--- config.mk ---
export PLATFORM = sky130hd
export DESIGN_NAME = battery_pack_monitor_top
export DESIGN_NICKNAME = d
export VERILOG_FILES = /design/src/hdl/bpm_pkg.sv /design/src/hdl/battery_pack_monitor_top.sv /design/src/hdl/bpm_div.sv
export VERILOG_INCLUDE_DIRS = /design/src /design/src/hdl
export SDC_FILE = /design/constraint.sdc
export NUM_CORES = 2
export LEC_CHECK = 0
export ABC_AREA = 1
export BUFFER_PORTS_ARGS = -buffer_cell sky130_fd_sc_hd__buf_2
export CORE_AREA = 2 2 235 353
export CTS_CLUSTER_SIZE = 25
export DETAILED_ROUTE_END_ITERATION = 8
export DIE_AREA = 0 0 237 355
export PLACE_DENSITY = 0.76
export SLEW_MARGIN = 20
export SYNTH_ARGS = -nofsm -noshare
export SYNTH_HDL_FRONTEND = slang
export SYNTH_SLANG_ARGS = --single-unit
export TNS_END_PERCENT = 100
--- constraint.sdc ---
create_clock -name clk_i -period 10.5 [get_ports clk_i]
set_input_delay 0.525 -clock clk_i [delete_from_list [all_inputs] [get_ports clk_i]]
set_output_delay 0.525 -clock clk_i [all_outputs]
set_load 0.05 [all_outputs]
--- src/hdl/battery_pack_monitor_top_macros.svh ---
// Assertion macros of the battery pack monitor top level.
`ifndef BATTERY_PACK_MONITOR_TOP_MACROS_SVH
`define BATTERY_PACK_MONITOR_TOP_MACROS_SVH

// Property checked on every rising clock edge outside reset.
`define BPM_ASSERT(lbl, prop, msg) \
  lbl: assert property (@(posedge clk_i) disable iff (!rst_ni) prop) else $error(msg);

// Condition that must never hold outside reset.
`define BPM_NEVER(lbl, cond, msg) \
  `BPM_ASSERT(lbl, !(cond), msg)

`endif

--- src/hdl/bpm_pkg.sv ---
// Types, constants and codes of the battery pack monitor.
`default_nettype none
package bpm_pkg;

  localparam int RAW_W     = 12;
  localparam int GAIN_W    = 20;
  localparam int ALPHA_W   = 17;
  localparam int CNT_W     = 4;
  localparam int MV_W      = 16;
  localparam int Q_W       = 32;
  localparam int CFG_W     = 20;
  localparam int CFG_IDX_W = 3;
  localparam int LIM_W     = MV_W + CNT_W;

  localparam int DEF_MAX_CELLS = 8;
  localparam int DEF_ADC_BITS  = 12;

  localparam logic [GAIN_W-1:0]  GAIN_RST    = 20'd580900;
  localparam logic [ALPHA_W-1:0] ALPHA_RST   = 17'd6554;
  localparam logic [CNT_W-1:0]   FIXED_RST   = 4'd0;
  localparam logic [MV_W-1:0]    PRESENT_RST = 16'd3000;
  localparam logic [MV_W-1:0]    CELLMAX_RST = 16'd4350;
  localparam logic [MV_W-1:0]    WARN_RST    = 16'd3500;

  localparam logic [ALPHA_W-1:0] ALPHA_ONE = 17'h10000;
  localparam logic [Q_W-1:0]     MV_SAT    = 32'hFFFF0000;

  typedef enum logic [CFG_IDX_W-1:0] {
    REG_GAIN    = 3'd0,
    REG_ALPHA   = 3'd1,
    REG_FIXED   = 3'd2,
    REG_PRESENT = 3'd3,
    REG_CELLMAX = 3'd4,
    REG_WARN    = 3'd5
  } reg_idx_e;

  typedef enum logic [3:0] {
    S_IDLE,
    S_SCALE,
    S_DIFF,
    S_MUL,
    S_ADD,
    S_CELLS,
    S_DETECT,
    S_PREP,
    S_DIV,
    S_DONE
  } state_e;

  typedef struct packed {
    logic             start;
    logic [MV_W-1:0]  dividend;
    logic [CNT_W-1:0] divisor;
  } div_req_t;

  typedef struct packed {
    logic            done;
    logic [MV_W-1:0] quotient;
  } div_rsp_t;

endpackage
`default_nettype wire

--- src/hdl/battery_pack_monitor_top.sv ---
// Top level of the battery pack monitor: sequencer, filter datapath and outputs.
// The block takes one raw ADC sample per request on the input channel
// (in_valid_i / in_ready_o / sample_raw_i) and returns one result per request
// on the output channel (out_valid_o / out_ready_i and the result fields).
// A sample is scaled to millivolts by a Q4.16 gain, saturated at 65535 mV and
// smoothed by an exponential moving average; the first sample seeds the filter.
// The cell count is fixed by configuration or detected once and then held while the pack stays present.
// Work on a request runs through a small sequencer: scale (one multiply),
// filter (difference, multiply, add), cell decision, a detection loop of one
// compare per candidate count, and a 16-step restoring divider for the
// per-cell voltage. One request is worked on at a time, and in_ready_o is
// high only while the sequencer is idle.
// A finished result waits in the output register; while the receiver stalls,
// the next request is still accepted and worked on, and it waits in its last
// step until the output register is free.
// Reset clears the filter, the seed flag, the held cell count and the output
// valid, and loads the configuration registers with their defaults. The
// configuration port writes one register per enabled cycle, with no wait.
`default_nettype none
`include "battery_pack_monitor_top_macros.svh"
module battery_pack_monitor_top #(
  parameter int MAX_CELLS = bpm_pkg::DEF_MAX_CELLS,
  parameter int ADC_BITS  = bpm_pkg::DEF_ADC_BITS
) (
  input  wire logic                          clk_i,
  input  wire logic                          rst_ni,
  input  wire logic                          cfg_we_i,
  input  wire logic [bpm_pkg::CFG_IDX_W-1:0] cfg_idx_i,
  input  wire logic [bpm_pkg::CFG_W-1:0]     cfg_wdata_i,
  input  wire logic                          in_valid_i,
  output logic                               in_ready_o,
  input  wire logic [bpm_pkg::RAW_W-1:0]     sample_raw_i,
  output logic                               out_valid_o,
  input  wire logic                          out_ready_i,
  output logic [bpm_pkg::MV_W-1:0]           pack_mv_o,
  output logic [bpm_pkg::CNT_W-1:0]          cell_count_o,
  output logic [bpm_pkg::MV_W-1:0]           per_cell_mv_o,
  output logic                               pack_present_o,
  output logic                               voltage_low_o
);

  localparam int RAW_W = bpm_pkg::RAW_W;
  localparam int CNT_W = bpm_pkg::CNT_W;
  localparam int MV_W  = bpm_pkg::MV_W;
  localparam int Q_W   = bpm_pkg::Q_W;
  localparam int LIM_W = bpm_pkg::LIM_W;
  localparam int PROD_W = Q_W + MV_W;

  // The cell count port holds at most 15 cells.
  localparam logic [CNT_W-1:0] CELL_CAP = (MAX_CELLS > 15) ? 4'd15 : CNT_W'(MAX_CELLS);
  // Only the low ADC_BITS bits of a sample carry the reading.
  localparam logic [RAW_W-1:0] ADC_MASK =
      (ADC_BITS >= RAW_W) ? {RAW_W{1'b1}} : RAW_W'((1 << ADC_BITS) - 1);

  // Configuration registers.
  logic [bpm_pkg::GAIN_W-1:0]  gain_q;
  logic [bpm_pkg::ALPHA_W-1:0] alpha_q;
  logic [CNT_W-1:0]            fixed_q;
  logic [MV_W-1:0]             present_q, cellmax_q, warn_q;

  always_ff @(posedge clk_i or negedge rst_ni) begin
    if (!rst_ni) begin
      gain_q    <= bpm_pkg::GAIN_RST;
      alpha_q   <= bpm_pkg::ALPHA_RST;
      fixed_q   <= bpm_pkg::FIXED_RST;
      present_q <= bpm_pkg::PRESENT_RST;
      cellmax_q <= bpm_pkg::CELLMAX_RST;
      warn_q    <= bpm_pkg::WARN_RST;
    end else if (cfg_we_i) begin
      unique case (bpm_pkg::reg_idx_e'(cfg_idx_i))
        bpm_pkg::REG_GAIN:    gain_q    <= cfg_wdata_i[bpm_pkg::GAIN_W-1:0];
        bpm_pkg::REG_ALPHA:   alpha_q   <= cfg_wdata_i[bpm_pkg::ALPHA_W-1:0];
        bpm_pkg::REG_FIXED:   fixed_q   <= cfg_wdata_i[CNT_W-1:0];
        bpm_pkg::REG_PRESENT: present_q <= cfg_wdata_i[MV_W-1:0];
        bpm_pkg::REG_CELLMAX: cellmax_q <= cfg_wdata_i[MV_W-1:0];
        bpm_pkg::REG_WARN:    warn_q    <= cfg_wdata_i[MV_W-1:0];
        default: ;
      endcase
    end
  end

  // Sequencer and datapath state.
  bpm_pkg::state_e state_q, state_d;
  logic              seeded_q, seeded_d;
  logic [Q_W-1:0]    filt_q, filt_d;
  logic [CNT_W-1:0]  held_q, held_d;
  logic              out_valid_q, out_valid_d;

  logic [RAW_W-1:0]  raw_q, raw_d;
  logic [Q_W-1:0]    v_q, v_d;
  logic [Q_W-1:0]    diff_q, diff_d;
  logic              up_q, up_d;
  logic [PROD_W-1:0] prod_q, prod_d;
  logic [CNT_W-1:0]  cand_q, cand_d;
  logic [LIM_W-1:0]  lim_q, lim_d;
  logic              low_q, low_d;

  logic [MV_W-1:0]   pack_mv_q, pack_mv_d, per_cell_q, per_cell_d;
  logic [CNT_W-1:0]  cells_out_q, cells_out_d;
  logic              present_out_q, present_out_d, low_out_q, low_out_d;

  bpm_pkg::div_req_t div_req;
  bpm_pkg::div_rsp_t div_rsp;

  // Arithmetic of the individual steps.
  logic [Q_W-1:0]              scaled;
  logic [bpm_pkg::ALPHA_W-1:0] alpha_c;
  logic [Q_W-1:0]              step_mv;
  logic                        above_present;
  logic                        fits_cand;
  logic [CNT_W-1:0]            fixed_c;
  logic [LIM_W-1:0]            warn_lim;

  assign scaled  = Q_W'(raw_q & ADC_MASK) * Q_W'(gain_q);
  assign alpha_c = (alpha_q > bpm_pkg::ALPHA_ONE) ? bpm_pkg::ALPHA_ONE : alpha_q;
  assign step_mv = prod_q[PROD_W-1:MV_W];
  assign above_present = filt_q >= {present_q, 16'h0000};
  assign fits_cand = {{CNT_W{1'b0}}, filt_q} <= {lim_q, 16'h0000};
  assign fixed_c  = (fixed_q > CELL_CAP) ? CELL_CAP : fixed_q;
  assign warn_lim = LIM_W'(warn_q) * LIM_W'(held_q);

  bpm_div u_div (
    .clk_i  (clk_i),
    .rst_ni (rst_ni),
    .req_i  (div_req),
    .rsp_o  (div_rsp)
  );

  always_ff @(posedge clk_i or negedge rst_ni) begin
    if (!rst_ni) begin
      state_q     <= bpm_pkg::S_IDLE;
      seeded_q    <= 1'b0;
      filt_q      <= '0;
      held_q      <= '0;
      out_valid_q <= 1'b0;
    end else begin
      state_q     <= state_d;
      seeded_q    <= seeded_d;
      filt_q      <= filt_d;
      held_q      <= held_d;
      out_valid_q <= out_valid_d;
    end
  end

  always_ff @(posedge clk_i) begin
    raw_q         <= raw_d;
    v_q           <= v_d;
    diff_q        <= diff_d;
    up_q          <= up_d;
    prod_q        <= prod_d;
    cand_q        <= cand_d;
    lim_q         <= lim_d;
    low_q         <= low_d;
    pack_mv_q     <= pack_mv_d;
    per_cell_q    <= per_cell_d;
    cells_out_q   <= cells_out_d;
    present_out_q <= present_out_d;
    low_out_q     <= low_out_d;
  end

  always_comb begin
    state_d       = state_q;
    seeded_d      = seeded_q;
    filt_d        = filt_q;
    held_d        = held_q;
    raw_d         = raw_q;
    v_d           = v_q;
    diff_d        = diff_q;
    up_d          = up_q;
    prod_d        = prod_q;
    cand_d        = cand_q;
    lim_d         = lim_q;
    low_d         = low_q;
    pack_mv_d     = pack_mv_q;
    per_cell_d    = per_cell_q;
    cells_out_d   = cells_out_q;
    present_out_d = present_out_q;
    low_out_d     = low_out_q;
    out_valid_d   = out_valid_q && !out_ready_i;
    in_ready_o    = 1'b0;
    div_req.start    = 1'b0;
    div_req.dividend = filt_q[Q_W-1:MV_W];
    div_req.divisor  = held_q;

    unique case (state_q)
      bpm_pkg::S_IDLE: begin
        in_ready_o = 1'b1;
        if (in_valid_i) begin
          raw_d   = sample_raw_i;
          state_d = bpm_pkg::S_SCALE;
        end
      end
      bpm_pkg::S_SCALE: begin
        v_d = (scaled > bpm_pkg::MV_SAT) ? bpm_pkg::MV_SAT : scaled;
        if (seeded_q) begin
          state_d = bpm_pkg::S_DIFF;
        end else begin
          // The first sample after reset loads the filter directly.
          filt_d   = v_d;
          seeded_d = 1'b1;
          state_d  = bpm_pkg::S_CELLS;
        end
      end
      bpm_pkg::S_DIFF: begin
        up_d    = v_q >= filt_q;
        diff_d  = up_d ? (v_q - filt_q) : (filt_q - v_q);
        state_d = bpm_pkg::S_MUL;
      end
      bpm_pkg::S_MUL: begin
        prod_d  = PROD_W'(alpha_c) * PROD_W'(diff_q);
        state_d = bpm_pkg::S_ADD;
      end
      bpm_pkg::S_ADD: begin
        // The step never exceeds the difference, so the sum stays in range.
        filt_d  = up_q ? (filt_q + step_mv) : (filt_q - step_mv);
        state_d = bpm_pkg::S_CELLS;
      end
      bpm_pkg::S_CELLS: begin
        state_d = bpm_pkg::S_PREP;
        if (fixed_q != '0) begin
          held_d = above_present ? fixed_c : '0;
        end else if (!above_present) begin
          held_d = '0;
        end else if (held_q == '0) begin
          cand_d  = CNT_W'(1);
          lim_d   = LIM_W'(cellmax_q);
          state_d = bpm_pkg::S_DETECT;
        end
      end
      bpm_pkg::S_DETECT: begin
        // One candidate count per cycle, stopping at the first count that fits or at the cap.
        if (fits_cand || cand_q == CELL_CAP) begin
          held_d  = cand_q;
          state_d = bpm_pkg::S_PREP;
        end else begin
          cand_d = cand_q + 1'b1;
          lim_d  = lim_q + LIM_W'(cellmax_q);
        end
      end
      bpm_pkg::S_PREP: begin
        low_d = (held_q != '0) && ({{CNT_W{1'b0}}, filt_q} < {warn_lim, 16'h0000});
        if (held_q != '0) begin
          div_req.start = 1'b1;
          state_d       = bpm_pkg::S_DIV;
        end else begin
          state_d = bpm_pkg::S_DONE;
        end
      end
      bpm_pkg::S_DIV: begin
        if (div_rsp.done) begin
          state_d = bpm_pkg::S_DONE;
        end
      end
      bpm_pkg::S_DONE: begin
        if (!out_valid_q || out_ready_i) begin
          pack_mv_d     = filt_q[Q_W-1:MV_W];
          cells_out_d   = held_q;
          per_cell_d    = (held_q != '0) ? div_rsp.quotient : '0;
          present_out_d = held_q != '0;
          low_out_d     = low_q;
          out_valid_d   = 1'b1;
          state_d       = bpm_pkg::S_IDLE;
        end
      end
      default: state_d = bpm_pkg::S_IDLE;
    endcase
  end

  assign out_valid_o    = out_valid_q;
  assign pack_mv_o      = pack_mv_q;
  assign cell_count_o   = cells_out_q;
  assign per_cell_mv_o  = per_cell_q;
  assign pack_present_o = present_out_q;
  assign voltage_low_o  = low_out_q;

  `BPM_ASSERT(a_filter_seeded, state_q == bpm_pkg::S_DIFF |-> seeded_q, "filter step before seed")
  `BPM_NEVER(a_held_cap, held_q > CELL_CAP, "held cell count above cap")
  `BPM_ASSERT(a_present_match, out_valid_o |-> pack_present_o == (cell_count_o != '0), "present flag mismatch")
  `BPM_ASSERT(a_low_needs_pack, out_valid_o && voltage_low_o |-> pack_present_o, "low flag without pack")
  `BPM_ASSERT(a_div_bound, out_valid_o && pack_present_o |-> (20'(per_cell_mv_o) * 20'(cell_count_o)) <= 20'(pack_mv_o), "per-cell value too large")

endmodule
`default_nettype wire

--- src/hdl/bpm_div.sv ---
// Restoring divider, one quotient bit per cycle, for the per-cell voltage.
`default_nettype none
module bpm_div (
  input  wire logic              clk_i,
  input  wire logic              rst_ni,
  input  wire bpm_pkg::div_req_t req_i,
  output bpm_pkg::div_rsp_t      rsp_o
);

  localparam int STEP_W = $clog2(bpm_pkg::MV_W);
  localparam logic [STEP_W-1:0] STEP_LAST = STEP_W'(bpm_pkg::MV_W - 1);

  logic                      busy_q, done_q;
  logic [STEP_W-1:0]         step_q;
  logic [bpm_pkg::MV_W-1:0]  quo_q;
  logic [bpm_pkg::CNT_W-1:0] rem_q, div_q;
  logic [bpm_pkg::CNT_W:0]   rem_sh;
  logic                      fits;

  // Shift the next dividend bit into the partial remainder and try a subtract.
  assign rem_sh = {rem_q, quo_q[bpm_pkg::MV_W-1]};
  assign fits   = rem_sh >= {1'b0, div_q};

  always_ff @(posedge clk_i or negedge rst_ni) begin
    if (!rst_ni) begin
      busy_q <= 1'b0;
      done_q <= 1'b0;
      step_q <= '0;
    end else if (req_i.start) begin
      busy_q <= 1'b1;
      done_q <= 1'b0;
      step_q <= '0;
    end else if (busy_q) begin
      if (step_q == STEP_LAST) begin
        busy_q <= 1'b0;
        done_q <= 1'b1;
      end
      step_q <= step_q + 1'b1;
    end else begin
      done_q <= 1'b0;
    end
  end

  always_ff @(posedge clk_i) begin
    if (req_i.start) begin
      quo_q <= req_i.dividend;
      rem_q <= '0;
      div_q <= req_i.divisor;
    end else if (busy_q) begin
      if (fits) begin
        rem_q <= bpm_pkg::CNT_W'(rem_sh - {1'b0, div_q});
      end else begin
        rem_q <= rem_sh[bpm_pkg::CNT_W-1:0];
      end
      quo_q <= {quo_q[bpm_pkg::MV_W-2:0], fits};
    end
  end

  assign rsp_o.done     = done_q;
  assign rsp_o.quotient = quo_q;

endmodule
`default_nettype wire
==> Yosys cells after proc, flatten, opt, wreduce, memory -nomap -nowiden <==
Index checks and enable logic that the tools add are counted.
{ "totals": {"ff_bits": 349, "inputBits": 40, "output_inout_bits": 40, "elab_cells": 150} }
{ "op_classes": {"addsub": 8, "n_mul": 3, "n_lt_le_gt_ge": 8, "n_eq_ne": 27, "mux": 48, "n_reduce_logical": 26} }
{ "op_table": {"columns": ["cell", "n"], "rows": [
  ["32-bit two-way mux", 4],
  ["32-bit subtractor", 3],
  ["20-bit two-way mux", 4],
  ["32-bit >= comparator", 2],
  ["4-bit two-way mux", 16],
  ["32-bit one-hot mux with 2 select lines", 1],
  ["17-bit by 32-bit multiplier with 48-bit output", 1],
  ["20-bit one-hot mux with 2 select lines", 1],
  ["4-bit one-hot mux with 10 select lines", 1],
  ["32-bit by 36-bit less-or-equal comparator with 1-bit output", 1],
  ["32-bit by 36-bit less-than comparator with 1-bit output", 1],
  ["32-bit adder", 1],
  ["32-bit > comparator (second input constant)", 1],
  ["12-bit by 20-bit multiplier with 32-bit output", 1],
  ["16-bit two-way mux", 2],
  ["20-bit by 16-bit adder with 20-bit output", 1],
  ["16-bit by 4-bit multiplier with 20-bit output", 1],
  ["2-bit AND reduction", 9],
  ["17-bit > comparator (second input constant)", 1],
  ["17-bit two-way mux", 1],
  ["4-bit by 3-bit equality test with 1-bit output (second input constant)", 4],
  ["4-bit equality test (second input constant)", 4],
  ["2-bit != test (second input constant)", 8],
  ["4-bit one-hot mux with 2 select lines", 2],
  ["23 further kinds", 49]
]} }

==> Logic depth before layout (Yosys ltp) <==
{ "logic_depth": {"depth_word": 5, "ltp_mapped": 35, "depth_no_buf": 33} }

==> Modules after synthesis <==
Synthesis repeated with hierarchy kept, for this count alone.
{ "hier_totals": {"hier_cells": 6156, "area_unflattened_um2": 47923.5} }
{ "by_module_without_submodules": {"columns": ["module", "n_inst", "cells_per_inst", "area_each_um2", "seq_area_each_um2"], "rows": [
  ["battery_pack_monitor_top", 1, 6005, 46504.6, 8490.6],
  ["bpm_div", 1, 151, 1418.9, 830.8]
]} }

==> Worst setup path before layout <==
No wires, ideal clock.
{ "synth_path": {"path_kind": "reg2reg", "from": "reg alpha_q[2] (netlist bit)", "to": "reg prod_q[39], data pin", "setup_time_ns": 0.265, "arrival_time_ns": 6.389, "required_time_ns": 10.235, "setup_slack_ns": 3.846, "path_stages_with_launch": 32, "n_path_buf": 3, "period_less_slack_ns": 6.654, "cell_sequence": "dfrtp_1 > inv_1 > nand4_1 > nor3_1 > nand3_1 > and2_1 > clkbuf_1 > buf_2 > nor2_2 > clkbuf_1 > nand2_1 > fa_1 > inv_1 > fa_1 > inv_1 > fa_1 > inv_1 > fa_1 > fa_1 > inv_1 > fa_1 > inv_1 > ha_1 > a21oi_1 > inv_1 > a31oi_1 > inv_1 > a21oi_1 > o21ai_0 > a21oi_1 > o21ai_0 > xor2_1"} }
{ "synth_via": {"elab_chain_len": 3} }
{ "synth_rtl": {"columns": ["element", "line", "source"], "rows": [
  ["start, declared", "battery_pack_monitor_top.sv:57", "logic [bpm_pkg::ALPHA_W-1:0] alpha_q;"],
  ["start signal, assigned", "battery_pack_monitor_top.sv:64", "alpha_q <= bpm_pkg::ALPHA_RST;"],
  ["start signal, assigned", "battery_pack_monitor_top.sv:72", "bpm_pkg::REG_ALPHA: alpha_q <= cfg_wdata_i[bpm_pkg::ALPHA_W-1:0];"],
  ["17-bit > comparator", "battery_pack_monitor_top.sv:115", "assign alpha_c = (alpha_q > bpm_pkg::ALPHA_ONE) ? bpm_pkg::ALPHA_ONE : alpha_q;"],
  ["17-bit two-way mux (*)", "battery_pack_monitor_top.sv:115", null],
  ["17-bit by 32-bit multiplier with 48-bit output (*)", "battery_pack_monitor_top.sv:210", "prod_d = PROD_W'(alpha_c) * PROD_W'(diff_q);"],
  ["end signal, assigned", "battery_pack_monitor_top.sv:150", "prod_q <= prod_d;"],
  ["end, declared", "battery_pack_monitor_top.sv:93", "logic [PROD_W-1:0] prod_q, prod_d;"]
]} }
Mark *: on every way between the ends. The rest lies on a longest branch, timed or not.
A chain may end at the register's enable or synchronous reset.

==> Worst setup path in the final report <==
{ "layout_path": {"from": "reg alpha_q[0] (netlist bit)", "to": "reg prod_q[39], data pin"} }
The elaborated chain is that of the path after synthesis.

==> key figures <==
Route
  • Average vias per placed instance: 5.728
  • Post-Route WL: 160.1 mm
  • # DRC: 0
  • Via count: 41380
  • Drt wl/cell: 22.16 um
  • TritonRoute pass-1 iters: 7
  • Final ANT Viol Nets: 0
  • Initial DRC Count: 2856

Synthesis
  • Area contributors post-synth: fa_1 27%, edfxtp_1 12%, nand2_1 12%, inv_1 11%, ha_1 9.8%
  • Post-Syn Instances: 6199
  • Post-synth EDFFs: 192
  • Synth unique cells: 58
  • YS warnings: 0
  • Async set-reset flop share out of synthesis: 41.14%
  • Area fraction of the dominant cell type after synthesis: 27.36%
  • Cell Area, Synth: 48220 um2
  • Area leader, netlist: fa_1
  • Most used DFF post-synth: edfxtp_1
  • Post-Syn Nets: 7274
  • Avg Synthesized Cell Area: 7.779 um2
  • Top-count cell post-synth: nand2_1
  • Sequential share of the synthesized area: 19.33%
  • Most frequent cells after synthesis: 1484 x nand2_1, 1378 x inv_1, 659 x fa_1, 535 x nor2_1, 376 x ha_1
  • Seq cells post-synth: 333

Timing
  • Final Skew: 0.03843 ns
  • RSZ-0062 raised after global routing: false
  • Fin crit share: 80.43%
  • Max-Slew Margin vs Limit: 24.03%
  • Hold slack: -0.01841 ns
  • Fin. max-slew vios: 0
  • Worst-margin pin slew: 1.135 ns
  • Peak Freq: 118.4 MHz
  • Tmin final: 8.445 ns
  • # setup viols final: 0
  • Setup TNS: 0 ns
  • Fin. Hold Viols: 5

Cells and area
  • Share of layout cells above drive strength 1: 5.095%
  • Final non-filler cell total: 7224
  • Fin nets: 7231
  • Fillers: 7321
  • Fin util: 62.56%
  • Area grow syn2layout: 4.927%
  • Design Area, Final: 50600 um2

Floorplan
  • Initial Util: 59.62%
  • Cell row count: 128
  • Die width: 237 um
  • IO Count: 80
  • Core region area: 80880 um2
  • Die area: 84140 um2
  • DIE HEIGHT: 355 um

Worst setup path
  • FF-to-FF path depth: 31
  • Most frequent CP cell: inv_1
  • Setup crit end: prod_q[39]
  • Crit path max fanout: 18
  • Critical path startpoint category: register
  • Arr. time, crit path: 8.74 ns
  • Kind of critical path: reg -> reg
  • Crit. End Element: register
  • CP max-delay cell: fa_1
  • Worst R2R Start: alpha_q[0]
  • R2r setup slk: 2.06 ns
  • Worst EP required: 10.80 ns
  • CP max stage delay: 0.60 ns
  • R2r endpoint: prod_q[39]
  • Worst setup path startpoint: alpha_q[0]

Clocking
  • Htree depth: 2
  • Root buffer cell: clkbuf_16
  • Clock Sinks: 333
  • Cts hold-fix bufs: 0
  • Worst-Skew Late Latency: 0.59 ns
  • CTS Buffer Depth: 3
  • CTS tree: done
  • Post_cts resized: 0
  • CTS clk-pin slew, worst paths: 0.07 ns
  • CTS buffer count: 35
  • Setup Buffers After CTS: 0

Global route
  • Largest net degree at the start of global routing: 85
  • Number of global-route vias before repair: 43370
  • Total global routing overflow: 0
  • First-pass GRT wire length: 245.0 mm
  • Initial antenna violation count: 5
  • GRT Overall Usage: 38.91%

Run status
  • Status: complete, but fails checks
  • Failing checks: negative hold slack

Min path
  • Hold WC Path Type: in -> async

Run
  • Maximum Capacitance Violations: 0

Placement
  • Placed Instances: 7159
  • Area after DPL: 49500 um2
  • Routability Congestion: 1.053
  • I/O Buffers: 79
  • DP Wirelength: 131.3 mm
==> routing by layer <==
| metal | part of all wire [%] | vias to the layer above | routed length (um) | global-route usage (%) |
|---|---|---|---|---|
| met5 | 0.014 | - | 23 | 0 |
| met1 | 32 | 20070 | 51110 | 39.31 |
| met3 | 6.4 | 756 | 10180 | 5.531 |
| met2 | 51 | 1826 | 81630 | 69.69 |
| li1 | - | 18730 | - | - |
| met4 | 11 | 4 | 17160 | 34.81 |
==> flip-flops by register name, indices dropped and copies added, names as in the netlist, 17 cells and up <==
register / flops
prod_q: 32
gain_q: 20
filt_q: 32
alpha_q: 17
v_q: 32
diff_q: 32
lim_q: 20
==> worst min path at each step <==
stage | from | end | slack, ns | cells past startpoint
2_1_floorplan | rst_ni | alpha_q[0] | 0.23 | 0
3_3_place_gp | low_q | voltage_low_o | 0.40 | 0
3_5_place_dp | low_q | voltage_low_o | 0.41 | 0
4_1_cts | rst_ni | held_q[2] | 0.03 | 1
5_1_grt | rst_ni | held_q[2] | 0.04 | 1
6_report | rst_ni | held_q[2] | -0.02 | 1
==> per-stage QoR <==
stage	setup WS, ns	hold slack, ns
after floorplan	3.846	0.2294
final	2.055	-0.01841
after global routing	1.730	0.04450
after global placement	2.169	0.4024
after CTS	2.217	0.03346
after detailed placement	2.289	0.4071
==> critical path: cells and delay by family (launching register included) <==
| kind | cells | cell delay (ns) |
|---|---|---|
| simple gates | 6 | 1.12 |
| fa+ha+maj | 7 | 3.46 |
| buf+inv | 11 | 1.68 |
| flops | 1 | 0.39 |
| compound gates | 6 | 1.33 |
| xor+xnor | 1 | 0.19 |
==> cells by family after synthesis <==
group | count (synthesis) | synth area share (%)
AOI/OAI and AO/OA | 725 | 8.246
xor gates and xnor gates | 163 | 2.976
adders and majority gates | 1035 | 37.12
buffers and inverters | 1602 | 12.59
DFF | 333 | 19.33
muxes | 4 | 0.09081
and+or+nand+nor | 2337 | 19.65
==> layout by cell type (no fill, tap or decap), drive strengths merged, types with 2 or more instances in the layout <==
cell      instances
a211oi           11
a21boi           12
a21o             16
a21oi           288
a221oi            5
a31oi            14
and2              3
and3              3
buf             123
clkbuf           44
clkinv           18
clkinvlp          3
dfrtp            99
dfstp            38
dfxtp             4
diode             2
edfxtp          192
fa              659
ha              376
inv            1396
mux2              3
nand2          1515
nand3           141
nand3b            9
nand4            42
nor2            552
nor3             43
nor4             18
o2111ai           2
o211ai           13
o21a             19
o21ai           305
o21bai           16
o221ai            7
o22ai             3
o311ai            3
o31ai             8
or2              10
xnor2            59
xor2            104
==> final cells by class <==
cell class	count	area (um2)	share of cell area (%)
Multi-Input combinational cell	4264	32890	65.00
Sequential cell	333	9321	18.42
Inverter	1399	5251	10.38
Tap cell	1040	1301	2.572
Clock buffer	44	919.6	1.818
Timing Repair Buffer	123	735.7	1.454
Clock inverter	19	173.9	0.3437
Antenna cell	2	5.005	0.009892
Power is left out: the tool's default activity adds up to more than one toggle a clock period on the data nets, which glitch-free logic cannot reach.
